`config.mk`:
```
export PLATFORM = sky130hd
export DESIGN_NAME = pid_steer_throttle_control
export DESIGN_NICKNAME = d
export VERILOG_FILES = /design/src/rtl/core/pst_pkg.sv /design/src/rtl/core/pst_smul.sv /design/src/rtl/core/pid_steer_throttle_control.sv
export SDC_FILE = /design/constraint.sdc
export NUM_CORES = 2
export LEC_CHECK = 0
export BUFFER_PORTS_ARGS = -buffer_cell sky130_fd_sc_hd__buf_2
export CAP_MARGIN = 20
export CORE_MARGIN = 2
export CORE_UTILIZATION = 60
export CTS_BUF_LIST = sky130_fd_sc_hd__clkbuf_8
export DETAILED_ROUTE_END_ITERATION = 12
export GPL_TIMING_DRIVEN = 0
export PLACE_DENSITY = 0.83
export SLEW_MARGIN = 20
export SYNTH_ARGS = -nofsm -noshare
export SYNTH_HDL_FRONTEND = slang
export SYNTH_SLANG_ARGS = --single-unit
```
`constraint.sdc`:
```
create_clock -name clk -period 18.1 [get_ports clk]
set_clock_uncertainty 0.05 [all_clocks]
set_input_delay 0.905 -clock clk [delete_from_list [all_inputs] [get_ports clk]]
set_output_delay 0.905 -clock clk [all_outputs]
set_load 0.005 [all_outputs]
```
`src/rtl/core/pst_pkg.sv`:
```
package pst_pkg;

  // field widths
  localparam int GAIN_W   = 24;
  localparam int LIMIT_W  = 15;
  localparam int EVAL_W   = 16;
  localparam int ERR_W    = 16;
  localparam int SPEED_W  = 16;
  localparam int STEER_W  = 16;
  localparam int THR_W    = 16;
  localparam int TOTAL_W  = 48;
  localparam int CNT_W    = 17;

  // configuration port
  localparam int CFG_IDX_W  = 3;
  localparam int CFG_DATA_W = 24;
  localparam logic [CFG_IDX_W-1:0] CFG_GAIN_P     = 3'd0;
  localparam logic [CFG_IDX_W-1:0] CFG_GAIN_I     = 3'd1;
  localparam logic [CFG_IDX_W-1:0] CFG_GAIN_D     = 3'd2;
  localparam logic [CFG_IDX_W-1:0] CFG_STEER_LIM  = 3'd3;
  localparam logic [CFG_IDX_W-1:0] CFG_EVAL_START = 3'd4;

  // accumulator of the three terms at q.26, plus rounding headroom
  localparam int ACC_W       = 45;
  localparam int RND_W       = ACC_W + 1;
  localparam int ROUND_SHIFT = 12;
  localparam int ITERM_SHIFT = 42;

  // throttle constants, q1.15 and q8.8
  localparam int THROTTLE_BASE  = 9830;
  localparam int THROTTLE_SMALL = 33;
  localparam int SPEED_MIN      = 1280;
  localparam int SQ_ROUND       = 4096;
  localparam int SQ_SHIFT       = 13;

  localparam logic [TOTAL_W-1:0] TOTAL_MAX = '1;

  // serial multiplier step count
  localparam int LEN_W = 7;

  typedef struct packed {
    logic             start;
    logic [LEN_W-1:0] len;
  } mul_ctl_t;

endpackage

```
`src/rtl/core/pst_smul.sv`:
```
module pst_smul #(
  parameter int A_W = 24,
  parameter int B_W = 32
) (
  input  logic                  clk,
  input  logic                  rst_n,
  input  pst_pkg::mul_ctl_t     ctl,
  input  logic signed [A_W-1:0] a,
  input  logic signed [B_W-1:0] b,
  output logic                  done,
  output logic [A_W+B_W:0]      raw
);
  import pst_pkg::*;

  logic signed [A_W:0]   hi_r, hi_nxt;
  logic [B_W-1:0]        lo_r, lo_nxt;
  logic signed [A_W-1:0] a_r, a_nxt;
  logic [LEN_W-1:0]      len_r, len_nxt;
  logic [LEN_W-1:0]      cnt_r, cnt_nxt;
  logic                  busy_r, busy_nxt;
  logic                  done_r, done_nxt;
  logic                  last;
  logic signed [A_W+1:0] a_ext;
  logic signed [A_W+1:0] addend;
  logic signed [A_W+1:0] sum;

  // sign bit of the multiplier carries negative weight
  always_comb begin
    last   = (cnt_r == len_r - LEN_W'(1));
    a_ext  = {{2{a_r[A_W-1]}}, a_r};
    addend = '0;
    if (lo_r[0]) begin
      addend = last ? -a_ext : a_ext;
    end
    sum = {hi_r[A_W], hi_r} + addend;
  end

  always_comb begin
    hi_nxt   = hi_r;
    lo_nxt   = lo_r;
    a_nxt    = a_r;
    len_nxt  = len_r;
    cnt_nxt  = cnt_r;
    busy_nxt = busy_r;
    done_nxt = 1'b0;
    if (ctl.start) begin
      hi_nxt   = '0;
      lo_nxt   = b;
      a_nxt    = a;
      len_nxt  = ctl.len;
      cnt_nxt  = '0;
      busy_nxt = 1'b1;
    end else if (busy_r) begin
      hi_nxt  = sum[A_W+1:1];
      lo_nxt  = {sum[0], lo_r[B_W-1:1]};
      cnt_nxt = cnt_r + LEN_W'(1);
      if (last) begin
        busy_nxt = 1'b0;
        done_nxt = 1'b1;
      end
    end
  end

  always_ff @(posedge clk) begin
    if (!rst_n) begin
      cnt_r  <= '0;
      busy_r <= 1'b0;
      done_r <= 1'b0;
    end else begin
      cnt_r  <= cnt_nxt;
      busy_r <= busy_nxt;
      done_r <= done_nxt;
    end
  end

  always_ff @(posedge clk) begin
    hi_r  <= hi_nxt;
    lo_r  <= lo_nxt;
    a_r   <= a_nxt;
    len_r <= len_nxt;
  end

  assign done = done_r;
  assign raw  = {hi_r, lo_r};

endmodule

```
`src/rtl/core/pid_steer_throttle_control.sv`:
```
// pid steering and throttle controller with steer clamp. each request carries a
// cross-track error (q5.10) and a speed (q8.8) and gives one result: clamped steer
// (q1.14), throttle (q1.15), the windowed squared-error total and the step count.
// one request is in flight at a time. kp*e, kd*de, ki*integral and steer^2 go in
// that order through one bit-serial multiplier that takes one multiplier bit per
// cycle. e^2 runs in a second serial unit alongside kp*e. the result sits in an
// output register, so the next request is taken while it waits downstream.
module pid_steer_throttle_control #(
  parameter int INTEGRAL_BITS = 32,
  parameter int SUM_BITS      = 48
) (
  input  logic                              clk,
  input  logic                              rst_n,
  // input channel
  input  logic                              in_valid,
  output logic                              in_stall,
  input  logic signed [pst_pkg::ERR_W-1:0]  in_cross_track_error,
  input  logic [pst_pkg::SPEED_W-1:0]       in_vehicle_speed,
  // result channel
  output logic                              out_valid,
  input  logic                              out_stall,
  output logic signed [pst_pkg::STEER_W-1:0] out_steer_out,
  output logic [pst_pkg::THR_W-1:0]         out_throttle_out,
  output logic [pst_pkg::TOTAL_W-1:0]       out_error_total,
  output logic                              out_total_valid,
  output logic [pst_pkg::CNT_W-1:0]         out_step_count,
  // configuration
  input  logic                              cfg_wr_en,
  input  logic [pst_pkg::CFG_IDX_W-1:0]     cfg_index,
  input  logic [pst_pkg::CFG_DATA_W-1:0]    cfg_data
);
  import pst_pkg::*;

  // multiplier operand width covers the error difference and the integrator
  localparam int MW      = (INTEGRAL_BITS > ERR_W + 1) ? INTEGRAL_BITS : ERR_W + 1;
  localparam int RW      = GAIN_W + 1 + MW;
  localparam int PI_W    = GAIN_W + 1 + INTEGRAL_BITS;
  localparam int PE      = (PI_W > ACC_W) ? PI_W : ACC_W;
  localparam int SW_W    = RND_W - ROUND_SHIFT;
  localparam int ESQ_W   = 2 * ERR_W - 1;
  localparam int SUM_EXT = (SUM_BITS > TOTAL_W) ? SUM_BITS : TOTAL_W;
  localparam int SQ_W    = 2 * STEER_W;

  localparam logic signed [PE-1:0] ILIM =
    {{(PE-ITERM_SHIFT-1){1'b0}}, 1'b1, {ITERM_SHIFT{1'b0}}};

  // sequencer codes
  localparam logic [2:0] S_IDLE   = 3'd0;
  localparam logic [2:0] S_PROP   = 3'd1;
  localparam logic [2:0] S_DERIV  = 3'd2;
  localparam logic [2:0] S_INTEG  = 3'd3;
  localparam logic [2:0] S_ROUND  = 3'd4;
  localparam logic [2:0] S_SQUARE = 3'd5;
  localparam logic [2:0] S_HOLD   = 3'd6;

  // configuration registers
  logic signed [GAIN_W-1:0] gain_p_r, gain_i_r, gain_d_r;
  logic [LIMIT_W-1:0]       steer_limit_r;
  logic [EVAL_W-1:0]        eval_start_r;

  // controller state
  logic [2:0]                      state_r, state_nxt;
  logic signed [ERR_W-1:0]         prev_r, prev_nxt;
  logic                            first_r, first_nxt;
  logic signed [INTEGRAL_BITS-1:0] integ_r, integ_nxt;
  logic [CNT_W-1:0]                cnt_r, cnt_nxt;
  logic [SUM_BITS-1:0]             ssum_r, ssum_nxt;
  logic                            win_r, win_nxt;

  // per-request working registers
  logic signed [ERR_W:0]     d_r, d_nxt;
  logic [SPEED_W-1:0]        speed_r, speed_nxt;
  logic signed [ACC_W-1:0]   acc_r, acc_nxt;
  logic signed [STEER_W-1:0] steer_r, steer_nxt;
  logic [THR_W-1:0]          thr_r, thr_nxt;

  // output register
  logic                      out_valid_r, out_valid_nxt;
  logic signed [STEER_W-1:0] out_steer_r;
  logic [THR_W-1:0]          out_thr_r;
  logic [TOTAL_W-1:0]        out_total_r;
  logic                      out_tvalid_r;
  logic [CNT_W-1:0]          out_cnt_r;
  logic                      out_load;

  // multiplier hookup
  mul_ctl_t                 main_ctl, sq_ctl;
  logic signed [GAIN_W-1:0] a_main;
  logic signed [MW-1:0]     b_main;
  logic                     main_done, sq_done;
  logic [RW-1:0]            main_raw;
  logic [2*ERR_W:0]         sq_raw;

  // datapath signals
  logic accept;
  logic signed [ERR_W-1:0]         prev_sel;
  logic signed [ERR_W:0]           d_c;
  logic signed [INTEGRAL_BITS:0]   integ_sum;
  logic signed [INTEGRAL_BITS-1:0] integ_sat;
  logic [CNT_W-1:0]                cnt_inc;
  logic [CNT_W-1:0]                win_end;
  logic                            win_c;
  logic signed [GAIN_W+ERR_W:0]    prod_p;
  logic signed [GAIN_W+ERR_W+1:0]  prod_d;
  logic signed [PI_W-1:0]          prod_i;
  logic signed [PE-1:0]            prod_i_ext, iterm;
  logic signed [RND_W-1:0]         rnd;
  logic signed [SW_W-1:0]          steer_wide, lim_w, neg_lim;
  logic signed [STEER_W-1:0]       steer_c;
  logic [SQ_W-1:0]                 sq_round;
  logic [SQ_W-SQ_SHIFT-1:0]        sq_q;
  logic signed [SQ_W-SQ_SHIFT:0]   thr_diff;
  logic [THR_W-1:0]                thr_floor, thr_c;
  logic [ESQ_W-1:0]                esq;
  logic [SUM_BITS:0]               ssum_add;
  logic [SUM_EXT-1:0]              ssum_ext;
  logic                            tvalid_c;
  logic [TOTAL_W-1:0]              total_c;

  assign in_stall = (state_r != S_IDLE);
  assign accept   = in_valid && !in_stall;

  // ---------------------------------------------------------------------------
  // configuration writes, unknown indexes fall through
  always_ff @(posedge clk) begin
    if (!rst_n) begin
      gain_p_r      <= '0;
      gain_i_r      <= '0;
      gain_d_r      <= '0;
      steer_limit_r <= LIMIT_W'(16384);
      eval_start_r  <= EVAL_W'(500);
    end else if (cfg_wr_en) begin
      unique case (cfg_index)
        CFG_GAIN_P:     gain_p_r      <= cfg_data[GAIN_W-1:0];
        CFG_GAIN_I:     gain_i_r      <= cfg_data[GAIN_W-1:0];
        CFG_GAIN_D:     gain_d_r      <= cfg_data[GAIN_W-1:0];
        CFG_STEER_LIM:  steer_limit_r <= cfg_data[LIMIT_W-1:0];
        CFG_EVAL_START: eval_start_r  <= cfg_data[EVAL_W-1:0];
        default: ;
      endcase
    end
  end

  // ---------------------------------------------------------------------------
  // front end, evaluated at accept
  always_comb begin
    // first sample loads previous error so the derivative term is zero
    prev_sel  = first_r ? in_cross_track_error : prev_r;
    d_c       = (ERR_W+1)'(in_cross_track_error) - (ERR_W+1)'(prev_sel);

    // integrator saturates at the signed bounds
    integ_sum = (INTEGRAL_BITS+1)'(integ_r) + (INTEGRAL_BITS+1)'(in_cross_track_error);
    integ_sat = integ_sum[INTEGRAL_BITS-1:0];
    if (integ_sum[INTEGRAL_BITS] != integ_sum[INTEGRAL_BITS-1]) begin
      integ_sat = integ_sum[INTEGRAL_BITS] ? {1'b1, {(INTEGRAL_BITS-1){1'b0}}}
                                           : {1'b0, {(INTEGRAL_BITS-1){1'b1}}};
    end

    // step counter sticks at full scale, window is open strictly between n and 2n
    cnt_inc = (cnt_r == '1) ? cnt_r : cnt_r + CNT_W'(1);
    win_end = {eval_start_r, 1'b0};
    win_c   = (cnt_inc > CNT_W'(eval_start_r)) && (cnt_inc < win_end);
  end

  // ---------------------------------------------------------------------------
  // product extraction: after m steps the product sits at the top of the window
  assign prod_p = main_raw[RW-1 -: GAIN_W+ERR_W+1];
  assign prod_d = main_raw[RW-1 -: GAIN_W+ERR_W+2];
  assign prod_i = main_raw[RW-1 -: PI_W];

  always_comb begin
    // integral term clamped to +/- 2^42 at q.26
    prod_i_ext = PE'(prod_i);
    iterm      = prod_i_ext;
    if (prod_i_ext > ILIM) begin
      iterm = ILIM;
    end else if (prod_i_ext < -ILIM) begin
      iterm = -ILIM;
    end

    // negate, round half up to q1.14, then clamp
    rnd        = RND_W'(2048) - RND_W'(acc_r);
    steer_wide = rnd[RND_W-1:ROUND_SHIFT];
    lim_w      = SW_W'(steer_limit_r);
    neg_lim    = -lim_w;
    if (steer_wide > lim_w) begin
      steer_c = lim_w[STEER_W-1:0];
    end else if (steer_wide < neg_lim) begin
      steer_c = neg_lim[STEER_W-1:0];
    end else begin
      steer_c = steer_wide[STEER_W-1:0];
    end

    // throttle from the rounded steer square
    sq_round  = prod_p[SQ_W-1:0] + SQ_W'(SQ_ROUND);
    sq_q      = sq_round[SQ_W-1:SQ_SHIFT];
    thr_diff  = (SQ_W-SQ_SHIFT+1)'(THROTTLE_BASE) - $signed({1'b0, sq_q});
    thr_floor = thr_diff[SQ_W-SQ_SHIFT] ? '0 : thr_diff[THR_W-1:0];
    if ((thr_floor < THR_W'(THROTTLE_SMALL)) && (speed_r > SPEED_W'(SPEED_MIN))) begin
      thr_c = thr_floor;
    end else begin
      thr_c = THR_W'(THROTTLE_BASE);
    end

    // squared error accumulation, saturating
    esq      = sq_raw[ESQ_W-1:0];
    ssum_add = {1'b0, ssum_r} + (SUM_BITS+1)'(esq);

    // total is reported once the window has closed
    tvalid_c = (cnt_r >= win_end);
    ssum_ext = SUM_EXT'(ssum_r);
    total_c  = '0;
    if (tvalid_c) begin
      total_c = (ssum_ext > SUM_EXT'(TOTAL_MAX)) ? TOTAL_MAX : ssum_ext[TOTAL_W-1:0];
    end
  end

  // ---------------------------------------------------------------------------
  // sequencer
  always_comb begin
    state_nxt  = state_r;
    prev_nxt   = prev_r;
    first_nxt  = first_r;
    integ_nxt  = integ_r;
    cnt_nxt    = cnt_r;
    win_nxt    = win_r;
    d_nxt      = d_r;
    speed_nxt  = speed_r;
    acc_nxt    = acc_r;
    steer_nxt  = steer_r;
    thr_nxt    = thr_r;
    out_load   = 1'b0;

    main_ctl.start = 1'b0;
    main_ctl.len   = LEN_W'(ERR_W);
    a_main         = '0;
    b_main         = '0;
    sq_ctl.start   = 1'b0;
    sq_ctl.len     = LEN_W'(ERR_W);

    unique case (state_r)
      S_IDLE: begin
        if (accept) begin
          // kp*e in the shared unit, e^2 alongside
          main_ctl.start = 1'b1;
          a_main         = gain_p_r;
          b_main         = MW'(in_cross_track_error);
          sq_ctl.start   = 1'b1;
          prev_nxt       = in_cross_track_error;
          first_nxt      = 1'b0;
          d_nxt          = d_c;
          integ_nxt      = integ_sat;
          cnt_nxt        = cnt_inc;
          win_nxt        = win_c;
          speed_nxt      = in_vehicle_speed;
          state_nxt      = S_PROP;
        end
      end
      S_PROP: begin
        if (main_done) begin
          acc_nxt        = ACC_W'(prod_p);
          main_ctl.start = 1'b1;
          main_ctl.len   = LEN_W'(ERR_W + 1);
          a_main         = gain_d_r;
          b_main         = MW'(d_r);
          state_nxt      = S_DERIV;
        end
      end
      S_DERIV: begin
        if (main_done) begin
          acc_nxt        = acc_r + ACC_W'(prod_d);
          main_ctl.start = 1'b1;
          main_ctl.len   = LEN_W'(INTEGRAL_BITS);
          a_main         = gain_i_r;
          b_main         = MW'(integ_r);
          state_nxt      = S_INTEG;
        end
      end
      S_INTEG: begin
        if (main_done) begin
          acc_nxt   = acc_r + iterm[ACC_W-1:0];
          state_nxt = S_ROUND;
        end
      end
      S_ROUND: begin
        // steer squared through the same unit
        steer_nxt      = steer_c;
        main_ctl.start = 1'b1;
        main_ctl.len   = LEN_W'(STEER_W);
        a_main         = GAIN_W'(steer_c);
        b_main         = MW'(steer_c);
        state_nxt      = S_SQUARE;
      end
      S_SQUARE: begin
        if (main_done) begin
          thr_nxt   = thr_c;
          state_nxt = S_HOLD;
        end
      end
      S_HOLD: begin
        // wait for the output register to free up
        if (!out_valid_r || !out_stall) begin
          out_load  = 1'b1;
          state_nxt = S_IDLE;
        end
      end
      default: state_nxt = S_IDLE;
    endcase
  end

  always_comb begin
    ssum_nxt = ssum_r;
    if (sq_done && win_r) begin
      ssum_nxt = ssum_add[SUM_BITS] ? '1 : ssum_add[SUM_BITS-1:0];
    end
  end

  always_comb begin
    out_valid_nxt = out_valid_r && out_stall;
    if (out_load) begin
      out_valid_nxt = 1'b1;
    end
  end

  // ---------------------------------------------------------------------------
  // serial multipliers
  pst_smul #(
    .A_W (GAIN_W),
    .B_W (MW)
  ) u_mul_main (
    .clk   (clk),
    .rst_n (rst_n),
    .ctl   (main_ctl),
    .a     (a_main),
    .b     (b_main),
    .done  (main_done),
    .raw   (main_raw)
  );

  pst_smul #(
    .A_W (ERR_W),
    .B_W (ERR_W)
  ) u_mul_esq (
    .clk   (clk),
    .rst_n (rst_n),
    .ctl   (sq_ctl),
    .a     (in_cross_track_error),
    .b     (in_cross_track_error),
    .done  (sq_done),
    .raw   (sq_raw)
  );

  // ---------------------------------------------------------------------------
  // registers
  always_ff @(posedge clk) begin
    if (!rst_n) begin
      state_r     <= S_IDLE;
      prev_r      <= '0;
      first_r     <= 1'b1;
      integ_r     <= '0;
      cnt_r       <= '0;
      ssum_r      <= '0;
      win_r       <= 1'b0;
      out_valid_r <= 1'b0;
    end else begin
      state_r     <= state_nxt;
      prev_r      <= prev_nxt;
      first_r     <= first_nxt;
      integ_r     <= integ_nxt;
      cnt_r       <= cnt_nxt;
      ssum_r      <= ssum_nxt;
      win_r       <= win_nxt;
      out_valid_r <= out_valid_nxt;
    end
  end

  always_ff @(posedge clk) begin
    d_r     <= d_nxt;
    speed_r <= speed_nxt;
    acc_r   <= acc_nxt;
    steer_r <= steer_nxt;
    thr_r   <= thr_nxt;
    if (out_load) begin
      out_steer_r  <= steer_r;
      out_thr_r    <= thr_r;
      out_total_r  <= total_c;
      out_tvalid_r <= tvalid_c;
      out_cnt_r    <= cnt_r;
    end
  end

  assign out_valid        = out_valid_r;
  assign out_steer_out    = out_steer_r;
  assign out_throttle_out = out_thr_r;
  assign out_error_total  = out_total_r;
  assign out_total_valid  = out_tvalid_r;
  assign out_step_count   = out_cnt_r;

endmodule

```
==> results.sh <==
export IMPL_avgSynthCellArea_um2=8.71
export IMPL_antenna_found_initial=5
export IMPL_whs_ns=0.323
export IMPL_yosysSeqAreaShare_pct=38.6
export IMPL_sw_frac_of_total_pct=33.3
export IMPL_routed_wirelength_mm=116
export IMPL_synth_edf_count=299
export IMPL_htree_levels=3
export IMPL_detail_route_antenna_nets=0
export IMPL_period_minus_slack_ns=8.25
export IMPL_nNetsFinal=5014
export IMPL_slowest_delay_ns=0.86
export IMPL_grt_setup_unrepaired="false"
export IMPL_finalHoldViolations=0
export IMPL_syn_inst=4347
export IMPL_core_area_um2=62700
export IMPL_p_clk_share_pct=33.7
export IMPL_pwr_share_comb_pct=25.9
export IMPL_crit_buf_inv=3
export IMPL_dieWidth_um=255
export IMPL_yosys_warnings=0
export IMPL_clk_pin_slew_worst_paths_ns=0.06
export IMPL_grt_pass1_vias=32624
export IMPL_setup_worst_path_end_class="register"
export IMPL_cp_top_family="compound AO/OA/AOI/OAI gates"
export IMPL_fillers=5085
export IMPL_cts_num_sinks=581
export IMPL_num_vias=34574
export IMPL_fin_crit_sh_pct=45.6
export IMPL_synthFlopType="edfxtp_1"
export IMPL_worst_pin_slew_ns=1.18
export IMPL_insertion_delay_ns=0.74
export IMPL_cap_violations=0
export IMPL_numCtsBuffers=97
export IMPL_crit_path_cell_trace="inv_1, nor4_1, nand4_1, o31ai_1, a21oi_1, clkbuf_1, nor2b_1, ha_1, inv_1, fa_1, nor2b_1, o21a_1, o21ai_0, a21o_1, a21oi_1, o21ai_0, a21oi_1, nand2b_1, a2111oi_0, o21ai_0, a31oi_1, a21o_1, o2111a_1, o211ai_1"
export IMPL_dp_hpwl_mm=88.2
export IMPL_vdd_drop_max_v=0.0000900
export IMPL_track_usage_pct=34.9
export IMPL_area_growth_pct=11.2
export IMPL_io_pins=164
export IMPL_grt_ovfl_total=0
export IMPL_synth_seq_cells=581
export IMPL_cts_root_buf="clkbuf_8"
export IMPL_yosysMostFrequentCell="nand2_1"
export IMPL_crit_type="register to register"
export IMPL_cts_buffer_depth=3
export IMPL_start_kind="register"
export IMPL_arrival_ns=8.65
export IMPL_syn_area_um2=37900
export IMPL_status="complete, no violations"
export IMPL_gp_congestion=0.999
export IMPL_drc=0
export IMPL_p_int_uw=2530
export IMPL_die_area_um2=65200
export IMPL_ys_types=86
export IMPL_tns_ns=0
export IMPL_start_util_pct=60.4
export IMPL_wl_per_cell_um=20.8
export IMPL_p_leak_uw=0.0171
export IMPL_grt_max_degree=38
export IMPL_p_seq_share_pct=40.4
export IMPL_die_h_um=255
export IMPL_synth_top_area_share_pct=23.7
export IMPL_cts_tree="done"
export IMPL_grt_pass1_wl_mm=178
export IMPL_numPortBuffers=163
export IMPL_power_switching_uw=1260
export IMPL_async_flop_share_pct=0
export IMPL_cp_required_ns=18.50
export IMPL_slowest_stage="a2111oi_0"
export IMPL_cts_resized=0
export IMPL_yosys_area_top_type="edfxtp_1"
export IMPL_hp_class="input pin to register"
export IMPL_finalMaxSlewViolations=0
export IMPL_drive_above_1_share_pct=8.40
export IMPL_setup_viol=0
export IMPL_power_density_nw_per_um2=90.2
export IMPL_timing_slew_headroom_pct=21.2
export IMPL_critPathMaxFanout=10
export IMPL_cts_setup_buffers=0
export IMPL_max_freq_ghz=0.121
export IMPL_finalPower_uw=3800
export IMPL_hold_buffers=0
export IMPL_rows=92
export IMPL_synth_area_top_cells="edfxtp_1 24%, dfxtp_1 15%, ha_1 10%"
export IMPL_via_per_inst=6.21
export IMPL_drt_iter0_markers=3638
export IMPL_drt_first_pass_iters=6
export IMPL_synthTopCellsByCount="547 x nand2_1, 433 x a21oi_1, 338 x nor2_1"
==> power by group through the flow <==
stage	Sequential, µW	Combinational, µW	Clock [µW]
4_1_cts	1530	962	1290
2_1_floorplan	1520	730	0
5_1_grt	1540	1080	1340
6_report	1530	984	1280
3_3_place_gp	1560	931	0
3_5_place_dp	1560	954	0
==> per-layer routing <==
layer	part of all wire, %	global-route usage (%)	wire length, µm
met1	39	43.9	45600
met2	46	58.1	53600
met3	9.2	5.80	10600
met4	5.2	17.8	5980
met5	0.012	0	14
==> placed cells by master, fill, tap and decap left out, drive strengths merged, types with 13 or more instances in the layout <==
cell	count
nand2	548
a21oi	444
nor2	338
ha	310
edfxtp	299
dfxtp	282
o21ai	282
clkbuf	276
buf	201
inv	194
xnor2	173
xor2	111
and2	100
nor3	93
a21o	92
nand3	86
nor2b	72
o21a	62
a31oi	60
nand4	58
mux2i	57
or3	43
nand2b	39
a211oi	39
a21boi	35
nor4	33
o211ai	32
clkinv	32
and3	30
o21bai	27
a222oi	25
or2	24
a22oi	23
o31ai	18
nand3b	13
==> registers in the layout (all words and copies together) (netlist names), 24 cells and up <==
signal / flops
acc_r: 45
gain_d_r: 24
gain_i_r: 24
gain_p_r: 24
integ_r: 32
out_error_total: 48
ssum_ext: 48
u_mul_main.a_r: 24
u_mul_main.hi_r: 25
u_mul_main.lo_r: 32
==> path summary, 6_finish.rpt <==
check	endpoint	from	cells past startpoint	slack, ns
worst max register to register	acc_r[44]$_DFFE_PP_	u_mul_main.hi_r[10]$_SDFFE_PP0P_	24	9.85
worst max-delay path	acc_r[44]$_DFFE_PP_	u_mul_main.hi_r[10]$_SDFFE_PP0P_	24	9.85
worst min register to register	out_steer_out[3]$_DFFE_PP_	steer_r[3]$_DFFE_PP_	0	0.36
worst min-delay path	speed_r[2]$_DFFE_PP_	in_vehicle_speed[2]	1	0.32
==> kinds of logic after synthesis <==
group	count (synthesis)	share of synthesized area (%)
muxes	64	1.71
DFF	581	38.6
AOI/OAI and AO/OA	1225	19.9
and+or+nand+nor	1515	18.9
xor gates and xnor gates	285	6.63
other	1	0.00990
adders and majority gates	317	10.6
buffers and inverters	359	3.59
==> area by class of cell <==
| class | count | area, µm² | share of cell area (%) |
|---|---|---|---|
| tap | 846 | 1060 | 2.51 |
| inverter | 175 | 657 | 1.56 |
| clock buffer | 111 | 1530 | 3.63 |
| clock inverter | 69 | 594 | 1.41 |
| antenna | 3 | 7.51 | 0.0178 |
| multi-input combinational | 3412 | 21900 | 52.1 |
| buffer | 184 | 708 | 1.68 |
| sequential | 581 | 14600 | 34.7 |
| timing repair buffer | 182 | 1000 | 2.38 |
==> per-stage QoR <==
step	area (µm²)	setup slack, ns	instances	util (%)
5_1_grt	42100	9.57	5562	67.1
3_3_place_gp	39800	4.14	5361	63.4
4_1_cts	42100	10.24	5560	67.1
2_1_floorplan	37900	9.13	4352	-
3_5_place_dp	40000	10.26	5380	63.7
6_report	42100	9.85	5563	67.1
==> worst reg2reg max path, stage by stage (launching register included) <==
cell,delay (ns)
dfxtp_1,0.71
inv_1,0.29
nor4_1,0.55
nand4_1,0.17
o31ai_1,0.61
a21oi_1,0.38
clkbuf_1,0.35
nor2b_1,0.27
ha_1,0.24
inv_1,0.07
fa_1,0.40
nor2b_1,0.13
o21a_1,0.13
o21ai_0,0.13
a21o_1,0.23
a21oi_1,0.33
o21ai_0,0.28
a21oi_1,0.46
nand2b_1,0.19
a2111oi_0,0.86
o21ai_0,0.41
a31oi_1,0.37
a21o_1,0.12
o2111a_1,0.18
o211ai_1,0.08
(Power assumes the default switching activity.)
